**config.mk**
```make
export PLATFORM = sky130hd
export DESIGN_NAME = circular_queue
export DESIGN_NICKNAME = d
export VERILOG_FILES = /design/src/hdl/cq_pkg.sv /design/src/hdl/circular_queue.sv /design/src/hdl/cq_front.sv /design/src/hdl/cq_back.sv
export VERILOG_INCLUDE_DIRS = /design/src /design/src/hdl
export SDC_FILE = /design/constraint.sdc
export NUM_CORES = 1
export LEC_CHECK = 0
export BUFFER_PORTS_ARGS = -buffer_cell sky130_fd_sc_hd__buf_2
export CORE_MARGIN = 5
export CORE_UTILIZATION = 57
export DETAILED_ROUTE_END_ITERATION = 12
export PLACE_DENSITY = 0.8
export SETUP_SLACK_MARGIN = 0.15
export SLEW_MARGIN = 30
export SYNTH_ARGS = -nofsm -noshare
export SYNTH_HDL_FRONTEND = slang
export SYNTH_HIERARCHICAL = 1
export SYNTH_SLANG_ARGS = --single-unit
```
**constraint.sdc**
```tcl
create_clock -name clk_i -period 5.1 [get_ports clk_i]
set_input_delay 0.255 -clock clk_i [delete_from_list [all_inputs] [get_ports clk_i]]
set_output_delay 0.255 -clock clk_i [all_outputs]
set_load 0.03 [all_outputs]
```
**src/hdl/circular_queue_defines.svh**
```systemverilog
// Assertion macros used by the circular queue back end (cq_back).
`ifndef CIRCULAR_QUEUE_DEFINES_SVH
`define CIRCULAR_QUEUE_DEFINES_SVH

`ifndef SYNTHESIS

`define CQ_ASSERT_IMP(label, ante, cons) \
  label: assert property (@(posedge clk_i) disable iff (!rst_ni) (ante) |-> (cons)) \
    else $error("circular_queue assertion failed");

`define CQ_ASSERT_NXT(label, ante, cons) \
  label: assert property (@(posedge clk_i) disable iff (!rst_ni) (ante) |=> (cons)) \
    else $error("circular_queue assertion failed");

`else

`define CQ_ASSERT_IMP(label, ante, cons)

`define CQ_ASSERT_NXT(label, ante, cons)

`endif

`endif

```
**src/hdl/cq_pkg.sv**
```systemverilog
package cq_pkg;

  typedef enum logic [1:0] {
    OP_ENQ  = 2'd0,
    OP_DEQ  = 2'd1,
    OP_PEEK = 2'd2,
    OP_DISP = 2'd3
  } op_e;

  typedef enum logic [1:0] {
    ST_OK  = 2'd0,
    ST_OVF = 2'd1,
    ST_UNF = 2'd2
  } status_e;

  typedef enum logic [1:0] {
    S_EXEC = 2'b01,
    S_DISP = 2'b10
  } bk_state_e;

  typedef struct packed {
    logic [1:0]         operation;
    logic signed [31:0] value;
  } in_t;

  typedef struct packed {
    logic [1:0]         status;
    logic signed [31:0] data;
    logic               last;
  } out_t;

  typedef struct packed {
    logic               valid;
    op_e                op;
    logic signed [31:0] value;
  } cmd_t;

endpackage

```
**src/hdl/circular_queue.sv**
```systemverilog
// Items wait in cq_front's buffer; results leave through the cq_back output register.
// Enqueue, dequeue and peek each give one result; output back-pressure stalls the stage.
// Display holds the execution stage and gives one result per stored word, at least one.
// The execution stage reads storage through a single registered memory port.
// Reset clears pointers, occupancy and handshake state; storage contents are undefined
// after reset and an entry is never read before it is written.
module circular_queue #(
  parameter int DEPTH = 16
) (
  input  logic         clk_i,
  input  logic         rst_ni,
  input  logic         in_valid_i,
  output logic         in_stall_o,
  input  cq_pkg::in_t  in_item_i,
  output logic         out_valid_o,
  input  logic         out_stall_i,
  output cq_pkg::out_t out_item_o
);

  cq_pkg::cmd_t cmd;
  logic         pop;

  cq_front u_front (
    .clk_i      (clk_i),
    .rst_ni     (rst_ni),
    .in_valid_i (in_valid_i),
    .in_stall_o (in_stall_o),
    .in_item_i  (in_item_i),
    .cmd_o      (cmd),
    .pop_i      (pop)
  );

  cq_back #(
    .DEPTH (DEPTH)
  ) u_back (
    .clk_i       (clk_i),
    .rst_ni      (rst_ni),
    .cmd_i       (cmd),
    .pop_o       (pop),
    .out_valid_o (out_valid_o),
    .out_stall_i (out_stall_i),
    .out_item_o  (out_item_o)
  );

endmodule

```
**src/hdl/cq_front.sv**
```systemverilog
module cq_front (
  input  logic         clk_i,
  input  logic         rst_ni,
  input  logic         in_valid_i,
  output logic         in_stall_o,
  input  cq_pkg::in_t  in_item_i,
  output cq_pkg::cmd_t cmd_o,
  input  logic         pop_i
);

  cq_pkg::in_t entry_q [2];
  logic        wr_q, wr_d;
  logic        rd_q, rd_d;
  logic [1:0]  cnt_q, cnt_d;
  logic        push;

  assign in_stall_o = cnt_q[1];
  assign push       = in_valid_i && !in_stall_o;

  always_comb begin
    cmd_o.valid = (cnt_q != 2'd0);
    cmd_o.op    = cq_pkg::op_e'(entry_q[rd_q].operation);
    cmd_o.value = entry_q[rd_q].value;
  end

  always_comb begin
    wr_d  = push ? ~wr_q : wr_q;
    rd_d  = pop_i ? ~rd_q : rd_q;
    cnt_d = cnt_q;
    if (push && !pop_i) begin
      cnt_d = cnt_q + 2'd1;
    end else if (!push && pop_i) begin
      cnt_d = cnt_q - 2'd1;
    end
  end

  always_ff @(posedge clk_i) begin
    if (push) begin
      entry_q[wr_q] <= in_item_i;
    end
  end

  always_ff @(posedge clk_i or negedge rst_ni) begin
    if (!rst_ni) begin
      wr_q  <= 1'b0;
      rd_q  <= 1'b0;
      cnt_q <= 2'd0;
    end else begin
      wr_q  <= wr_d;
      rd_q  <= rd_d;
      cnt_q <= cnt_d;
    end
  end

endmodule

```
**src/hdl/cq_back.sv**
```systemverilog
`include "circular_queue_defines.svh"

module cq_back #(
  parameter int DEPTH = 16
) (
  input  logic         clk_i,
  input  logic         rst_ni,
  input  cq_pkg::cmd_t cmd_i,
  output logic         pop_o,
  output logic         out_valid_o,
  input  logic         out_stall_i,
  output cq_pkg::out_t out_item_o
);

  localparam int PW = $clog2(DEPTH);
  localparam int CW = $clog2(DEPTH + 1);

  function automatic logic [PW-1:0] wrap_next(input logic [PW-1:0] idx);
    wrap_next = (idx == PW'(DEPTH - 1)) ? '0 : idx + 1'b1;
  endfunction

  logic signed [31:0] mem [DEPTH];
  logic signed [31:0] rdata_q;

  cq_pkg::bk_state_e state_q, state_d;
  logic [PW-1:0]     head_q, head_d;
  logic [PW-1:0]     tail_q, tail_d;
  logic [PW-1:0]     ptr_q, ptr_d;
  logic [CW-1:0]     cnt_q, cnt_d;
  logic [CW-1:0]     left_q, left_d;

  logic              out_valid_q;
  cq_pkg::status_e   status_q, res_status;
  logic              last_q, res_last;
  logic              mem_q, res_mem;

  logic              out_free, issue, wr_en, rd_en, full, empty;
  logic [PW-1:0]     rd_addr;

  assign out_free = !out_valid_q || !out_stall_i;
  assign full     = (cnt_q == CW'(DEPTH));
  assign empty    = (cnt_q == '0);

  always_comb begin
    state_d    = state_q;
    head_d     = head_q;
    tail_d     = tail_q;
    ptr_d      = ptr_q;
    cnt_d      = cnt_q;
    left_d     = left_q;
    issue      = 1'b0;
    pop_o      = 1'b0;
    wr_en      = 1'b0;
    rd_en      = 1'b0;
    rd_addr    = head_q;
    res_status = cq_pkg::ST_OK;
    res_last   = 1'b0;
    res_mem    = 1'b0;
    case (state_q)
      cq_pkg::S_EXEC: begin
        if (cmd_i.valid && out_free) begin
          issue = 1'b1;
          case (cmd_i.op)
            cq_pkg::OP_ENQ: begin
              pop_o    = 1'b1;
              res_last = 1'b1;
              if (full) begin
                res_status = cq_pkg::ST_OVF;
              end else begin
                wr_en  = 1'b1;
                tail_d = wrap_next(tail_q);
                cnt_d  = cnt_q + 1'b1;
              end
            end
            cq_pkg::OP_DEQ, cq_pkg::OP_PEEK: begin
              pop_o    = 1'b1;
              res_last = 1'b1;
              if (empty) begin
                res_status = cq_pkg::ST_UNF;
              end else begin
                rd_en   = 1'b1;
                res_mem = 1'b1;
                if (cmd_i.op == cq_pkg::OP_DEQ) begin
                  head_d = wrap_next(head_q);
                  cnt_d  = cnt_q - 1'b1;
                end
              end
            end
            cq_pkg::OP_DISP: begin
              if (empty) begin
                pop_o      = 1'b1;
                res_last   = 1'b1;
                res_status = cq_pkg::ST_UNF;
              end else begin
                rd_en   = 1'b1;
                res_mem = 1'b1;
                if (cnt_q == CW'(1)) begin
                  pop_o    = 1'b1;
                  res_last = 1'b1;
                end else begin
                  state_d = cq_pkg::S_DISP;
                  ptr_d   = wrap_next(head_q);
                  left_d  = cnt_q - 1'b1;
                end
              end
            end
            default: begin
              issue = 1'b0;
            end
          endcase
        end
      end
      cq_pkg::S_DISP: begin
        if (out_free) begin
          issue   = 1'b1;
          rd_en   = 1'b1;
          rd_addr = ptr_q;
          res_mem = 1'b1;
          ptr_d   = wrap_next(ptr_q);
          left_d  = left_q - 1'b1;
          if (left_q == CW'(1)) begin
            res_last = 1'b1;
            pop_o    = 1'b1;
            state_d  = cq_pkg::S_EXEC;
          end
        end
      end
      default: begin
        state_d = cq_pkg::S_EXEC;
      end
    endcase
  end

  always_ff @(posedge clk_i) begin
    if (wr_en) begin
      mem[tail_q] <= cmd_i.value;
    end
    if (rd_en) begin
      rdata_q <= mem[rd_addr];
    end
  end

  always_ff @(posedge clk_i or negedge rst_ni) begin
    if (!rst_ni) begin
      state_q     <= cq_pkg::S_EXEC;
      head_q      <= '0;
      tail_q      <= '0;
      ptr_q       <= '0;
      cnt_q       <= '0;
      left_q      <= '0;
      out_valid_q <= 1'b0;
      status_q    <= cq_pkg::ST_OK;
      last_q      <= 1'b0;
      mem_q       <= 1'b0;
    end else begin
      state_q <= state_d;
      head_q  <= head_d;
      tail_q  <= tail_d;
      ptr_q   <= ptr_d;
      cnt_q   <= cnt_d;
      left_q  <= left_d;
      if (out_free) begin
        out_valid_q <= issue;
        status_q    <= res_status;
        last_q      <= res_last;
        mem_q       <= res_mem;
      end
    end
  end

  assign out_valid_o       = out_valid_q;
  assign out_item_o.status = status_q;
  assign out_item_o.data   = mem_q ? rdata_q : '0;
  assign out_item_o.last   = last_q;

  `CQ_ASSERT_IMP(a_cnt_bound, 1'b1, cnt_q <= CW'(DEPTH))
  `CQ_ASSERT_IMP(a_disp_left, state_q == cq_pkg::S_DISP, left_q != '0)
  `CQ_ASSERT_NXT(a_enq_count, wr_en, cnt_q == $past(cnt_q) + CW'(1))

endmodule

```
# Yosys cells after proc, flatten, opt, wreduce, memory -nomap -nowiden
# Memories as Yosys holds them, arrays and structs flattened. A register that Yosys moved wholly into a read port is not among the register bits.
# Index checks and enable logic that the tools add are counted.
# classes
muxes,60
add_sub_neg,8
reduce_logical,24
n_eq_ne,20
bitwise,4
# ops
operator,n
2-to-1 mux 4 bit,10
2-to-1 mux 5 bit,8
2-to-1 mux 32 bit,1
2-to-1 mux 2 bit,11
case mux 5 bit (2 select lines),2
2-to-1 mux 1 bit,19
AND reduction 6 bit,3
"adder 4 x 1 -> 4 bit, second input constant",3
"equality test 4 bit, second input constant",3
case mux 1 bit (2 select lines),6
"equality test 5 x 1 -> 1 bit, second input constant",2
"!= test 2 bit, second input constant",5
"subtractor 5 x 1 -> 5 bit, second input constant",2
"!= test 2 x 1 -> 1 bit, second input constant",4
case mux 2 bit (2 select lines),2
case mux 4 bit (2 select lines),1
nonzero test 2 bit,4
"equality test 2 bit, second input constant",3
OR reduction 3 bit,2
"adder 5 x 1 -> 5 bit, second input constant",1
"equality test 5 bit, second input constant",1
logical NOT 1 bit,5
logical NOT 5 bit,1
AND reduction 5 bit,1
other kinds (9),16
# totals
out_inout_bits,37
mem_count,2
register_bits,33
ramBits,580
inputBits,38
wordCells,131
# memory_table
memory,depth,width,rd,rd_clocked_by_memory_dff,wr,line,rtl
u_back.mem,16,32,1,1,1,cq_back.sv:22,logic signed [31:0] mem [DEPTH];
u_front.entry_q,2,34,1,0,1,cq_front.sv:11,cq_pkg::in_t entry_q [2];

# Longest topological paths before layout
# depth
ltp_word,9
ltp_mapped,11

# Hierarchy
# The synthesis kept the hierarchy.
# by_module_without_submodules
mod,seq_area_each_um2,area_each_um2,instances,cells_each
cq_back,17062.6,26201.4,1,1520
cq_front,2142.1,2795.2,1,123

# Worst setup path after synthesis
# No wires, ideal clock.
# synth_timing
path_kind,reg2reg
from,reg u_front.rd_q
to,"mem u_back.mem[3][0], enable pin"
stages_incl_launch_ff,8
synth_period_minus_slack_ns,4.955
required_ns,4.598
slack_ns,0.145
path_buffers,2
arrival_time_ns,4.453
cell_sequence,dfrtp_1 > buf_6 > mux2_2 > inv_1 > ha_1 > nand3_1 > buf_2 > nor4_1
# synth_lines
element,line,rtl
from (decl),cq_front.sv:13,"logic rd_q, rd_d;"
from (signal assigned),cq_front.sv:50,rd_q <= rd_d;
to (decl),cq_back.sv:22,

# Final worst setup path
# layout_timing
from,reg u_back.state_q[0]
to,reg u_back.rdata_q[13] (read register of u_back.mem) (data pin)
# layout_between
elab_chain_cells,2
# layout_lines
element,line,rtl
from (decl),cq_back.sv:25,"cq_pkg::bk_state_e state_q, state_d;"
from (signal assigned),cq_back.sv:145,state_q <= cq_pkg::S_EXEC;
from (signal assigned),cq_back.sv:156,state_q <= state_d;
equality test 2 bit / equality test 2 x 1 -> 1 bit (equally long branches),cq_back.sv:59,case (state_q)
case mux 1 bit (2 select lines) / 2-to-1 mux 4 bit (equally long branches),cq_back.sv:59,
to (decl),cq_back.sv:23,logic signed [31:0] rdata_q;
# Several ways; a longest one is shown, not always the timed one.
# A chain may end at the register's enable or synchronous reset.

==> summary.txt <==
Run status
  • Run status: finished clean

Synthesis
  • Async set or reset register ratio after synthesis: under 10%
  • Post-synthesis cell count: around 1600
  • Number of distinct library cells after synthesis: 53
  • Ys Warns: 6
  • Avg Cell Area, Syn: around 18 µm²
  • Predominant post-synthesis flop cell: sky130_fd_sc_hd__edfxtp_1
  • Number of enable-type register cells in the synthesized netlist: around 600
  • Share of synthesized area occupied by flip-flops and latches: between 60% and 70%
  • Mapped Area: between 20000 and 30000 µm²
  • Total nets after synthesis: 1700
  • Seq cells post-synth: ~650

Route
  • Vias: about 17000
  • Total wire length after detailed routing: between 70 and 80 mm
  • Starting DRT DRC Count: approximately 2000
  • Remaining routing DRC violations: 0
  • Detailed Routing Iterations Pass 1: 5
  • Routed length per instance: between 20 and 30 µm
  • Final ANT Viol Nets: 0
  • Avg Vias per Cell: slightly below 7

Power and ir drop
  • Leakage dissipation: 10.8 nW
  • Combinational power share: roughly 34%
  • Net Switching: a little over 6 mW
  • Internal Pwr Total: between 10 and 15 mW
  • Power density relative to cell area: between 500 and 600 nW/µm²
  • Clock network power share: between 20 and 25%
  • Sw Share: 33.4%
  • Proportion of power drawn by flip-flops and latches: 41.6%
  • VDD IR-drop max: 319 µV

Clocking
  • Clock root buffer: sky130_fd_sc_hd__clkbuf_16
  • Number of buffers on the longest clock path: 3
  • Post-CTS setup buffers: 0
  • Deepest level of the CTS H-tree: 2
  • Clk pin slew, worst setup/hold paths: around 70 ps
  • Number of buffers inserted during clock tree synthesis: 60
  • Number of sinks on the clock net: 645
  • TritonCTS clock tree: yes
  • Post-cts resize count: 0
  • Worst-skew pair later-pin latency: between 600 and 700 ps

Critical path
  • Startpoint class of the critical path: register
  • Critical setup path kind: reg2reg
  • Worst Path Arrival: roughly 4400 ps
  • CP Capture Type: register
  • Required time of the worst setup path: between 5000 and 6000 ps
  • Maximum fanout along the worst path: 22
  • Register-to-Register Setup Slack: a little over 1000 ps

Timing
  • Final critical delay including setup and external delays: 4070 ps
  • Pins over their slew limit: 0
  • Fin Setup TNS: 0 ps
  • Hold Worst Slack: a little over 60 ps
  • Least-Margin Pin Slew: roughly 1100 ps
  • Count of endpoints failing hold in the final timing report: 0
  • Worst-case clock skew: around 26 ps
  • Final Cycle Share: 79.7%
  • PnR worst setup slack: slightly above 1000 ps
  • Unrepaired setup endpoints after global routing: false
  • Setup Viol. Count Final: 0
  • Top achievable clock speed: about 250 MHz
  • Slew Limit Headroom: between 20 and 30%

Global routing
  • Wire length of the first global-routing pass: about 110 mm
  • Maximum number of pins on one net before global-route repair: between 60 and 70
  • Number of global-route vias before repair: approximately 18000
  • Total global routing overflow: 0
  • Initial antenna violation count: 0
  • Total global-route track usage: around a quarter

Place
  • Routability congestion estimate: between 0.7 and 0.8
  • Port Buffers: 74
  • Placed Area: around 30000 µm²
  • Half-perimeter wire length after placement: approximately 40 mm
  • Worst slack after detailed placement: 1140 ps

Finish
  • Most frequent standard cell in the layout excluding fill and tap cells: sky130_fd_sc_hd__edfxtp_1
  • Net count reported at finish: 1795
  • Post-route cell area: about 32000 µm²
  • Util after Layout: 64.5%
  • Count of antenna diodes in the layout: 0
  • Synthesis-to-layout area growth: 11.8%
  • Most frequent cells in the layout: 612 x sky130_fd_sc_hd__edfxtp_1, 192 x sky130_fd_sc_hd__mux4_2, 148 x sky130_fd_sc_hd__nand2_1, 74 x sky130_fd_sc_hd__buf_2, 64 x sky130_fd_sc_hd__o22ai_1
  • Share of layout cells above drive strength 1: about 28%

Floorplanning
  • Height of the chip: between 200 and 250 µm
  • Die area: approximately 55000 µm²
  • Die width: 236 µm
  • IO Pins: 75
  • Site row count: around 80
  • Core ar.: ~50000 µm²
  • Starting Density: between 50% and 60%

Run
  • Reported max-cap violation count: 0

Hold path
  • Min-Delay Path Class: in2reg
[worst max-delay path, cell delays in order, from the launching register on]
cell,delay (ps)
sky130_fd_sc_hd__dfstp_2,380
sky130_fd_sc_hd__inv_1,80
sky130_fd_sc_hd__ha_1,670
sky130_fd_sc_hd__a21boi_4,950
sky130_fd_sc_hd__nor2_1,250
sky130_fd_sc_hd__a21oi_4,800
sky130_fd_sc_hd__buf_4,360
sky130_fd_sc_hd__a311oi_1,90
sky130_fd_sc_hd__a21o_1,210
[what timing repair did]
action	in CTS	in global routing
hold endpoints to repair	101	0
hold buffers	36	0
endpoints found under the setup margin	0	0
[cells by family (layout without fill, tap and decap cells)]
group | count (synthesis) | count (layout) | synth area share, %
buffers and inverters | 132 | 273 | 2.39
muxes | 272 | 272 | 18.2
and+or+nand+nor | 319 | 319 | 5.26
xor gates and xnor gates | 16 | 16 | 0.483
DFF | 645 | 645 | 66.2
AOI/OAI and AO/OA | 240 | 240 | 6.60
adders and majority gates | 19 | 19 | 0.820
[cell type report]
cell class              instances  area, µm²
repair buffers                151       1120
fillers                      3348      17900
clock buffers                  74       1610
flip-flops and latches        645      19200
well taps                     672        841
clock inverters                34        348
multi-input cells             866       9230
inverters                      14       52.6
[Yosys cell counts (2+ instances only)]
library cell                instances  share of area (%)
sky130_fd_sc_hd__clkbuf_1          38               0.49
sky130_fd_sc_hd__edfxtp_1         612                 63
sky130_fd_sc_hd__buf_1              7              0.091
sky130_fd_sc_hd__a211oi_2          30                1.3
sky130_fd_sc_hd__or3_1              2              0.043
sky130_fd_sc_hd__nor3b_1            3              0.078
sky130_fd_sc_hd__or2_2              3              0.065
sky130_fd_sc_hd__nand2_1          149                1.9
sky130_fd_sc_hd__a311oi_1          33                1.0
sky130_fd_sc_hd__mux4_2           192                 15
sky130_fd_sc_hd__o21ai_0           16               0.28
sky130_fd_sc_hd__inv_1             14               0.18
sky130_fd_sc_hd__o311ai_0           2              0.060
sky130_fd_sc_hd__a2111oi_0         32               0.97
sky130_fd_sc_hd__nand4b_1           2              0.060
sky130_fd_sc_hd__o22ai_1           64                1.4
sky130_fd_sc_hd__nor2_1            22               0.28
sky130_fd_sc_hd__nor3_1             5              0.086
sky130_fd_sc_hd__xor2_1             9               0.27
sky130_fd_sc_hd__xnor2_1            7               0.21
sky130_fd_sc_hd__a22oi_1            2              0.052
sky130_fd_sc_hd__buf_6              6               0.23
sky130_fd_sc_hd__mux2_4            29                1.5
sky130_fd_sc_hd__buf_4              9               0.23
sky130_fd_sc_hd__a211oi_1           2              0.052
sky130_fd_sc_hd__ha_1              19               0.82
sky130_fd_sc_hd__nand2b_1           3              0.065
sky130_fd_sc_hd__a21boi_2           3               0.12
sky130_fd_sc_hd__a221oi_1           2              0.060
sky130_fd_sc_hd__and3_1             5               0.11
sky130_fd_sc_hd__a31oi_1            2              0.043
sky130_fd_sc_hd__and2_1            45               0.97
sky130_fd_sc_hd__buf_12             3               0.21
sky130_fd_sc_hd__a21o_1            38               0.98
sky130_fd_sc_hd__dfrtp_1           32                2.8
sky130_fd_sc_hd__buf_2             55               0.95
sky130_fd_sc_hd__nand3_1           41               0.71
sky130_fd_sc_hd__nor2b_1           32               0.69
sky130_fd_sc_hd__mux2_2            10               0.39
sky130_fd_sc_hd__a21oi_1           10               0.17
sky130_fd_sc_hd__mux2i_1           41                1.4
[state kept, by name, summed over array words and instances (netlist names)]
name                flops
u_front/wr_q            1
u_front/rd_q            1
u_back/rdata_q         32
u_front/entry_q        68
u_back/status_q         2
u_back/out_valid_o      1
u_back/ptr_q            4
u_back/left_q           5
u_back/last_q           1
u_back/tail_q           4
u_back/mem_q            1
u_back/state_q          2
u_back/head_q           4
u_front/cnt_q           2
u_back/cnt_q            5
u_back/mem            512
[metal layers]
metal | GRT usage (%) | wire length (µm)
met5 | 0 | 0
met4 | 8.69 | 2590
met3 | 5.48 | 6990
met2 | 43.1 | 35800
met1 | 32.5 | 25300
[final timing paths]
kind | cells past startpoint | start | end
max in group asynchronous | 2 | rst_ni | u_back/head_q[0]
setup reg to reg | 8 | u_back/state_q[0] | u_back/rdata_q[13]
hold reg to reg | 1 | u_back/last_q | u_back/last_q
min in group asynchronous | 2 | rst_ni | u_front/wr_q
hold / removal | 3 | out_stall_i | u_back/out_valid_o
setup / recovery | 8 | u_back/state_q[0] | u_back/rdata_q[13]
[power groups by stage]
| stage | clock network (mW) | registers, mW | logic [mW] |
|---|---|---|---|
| detailed placement | 0 | 7.63 | 5.96 |
| finish | 4.47 | 7.52 | 6.07 |
| floorplan | 0 | 7.15 | 4.73 |
| CTS | 4.53 | 7.52 | 6.04 |
| global placement | 0 | 7.61 | 5.77 |
| global route | 4.76 | 7.58 | 6.47 |
[stage by stage]
| stage | total power [mW] | std cells |
|---|---|---|
| after floorplan | 11.9 | 1643 |
| after global placement | 13.4 | 2311 |
| after detailed placement | 13.6 | 2312 |
| after CTS | 18.1 | 2456 |
| after global routing | 18.8 | 2456 |
| final | 18.1 | 2456 |
No activity file was read; power rests on OpenSTA's default activity.
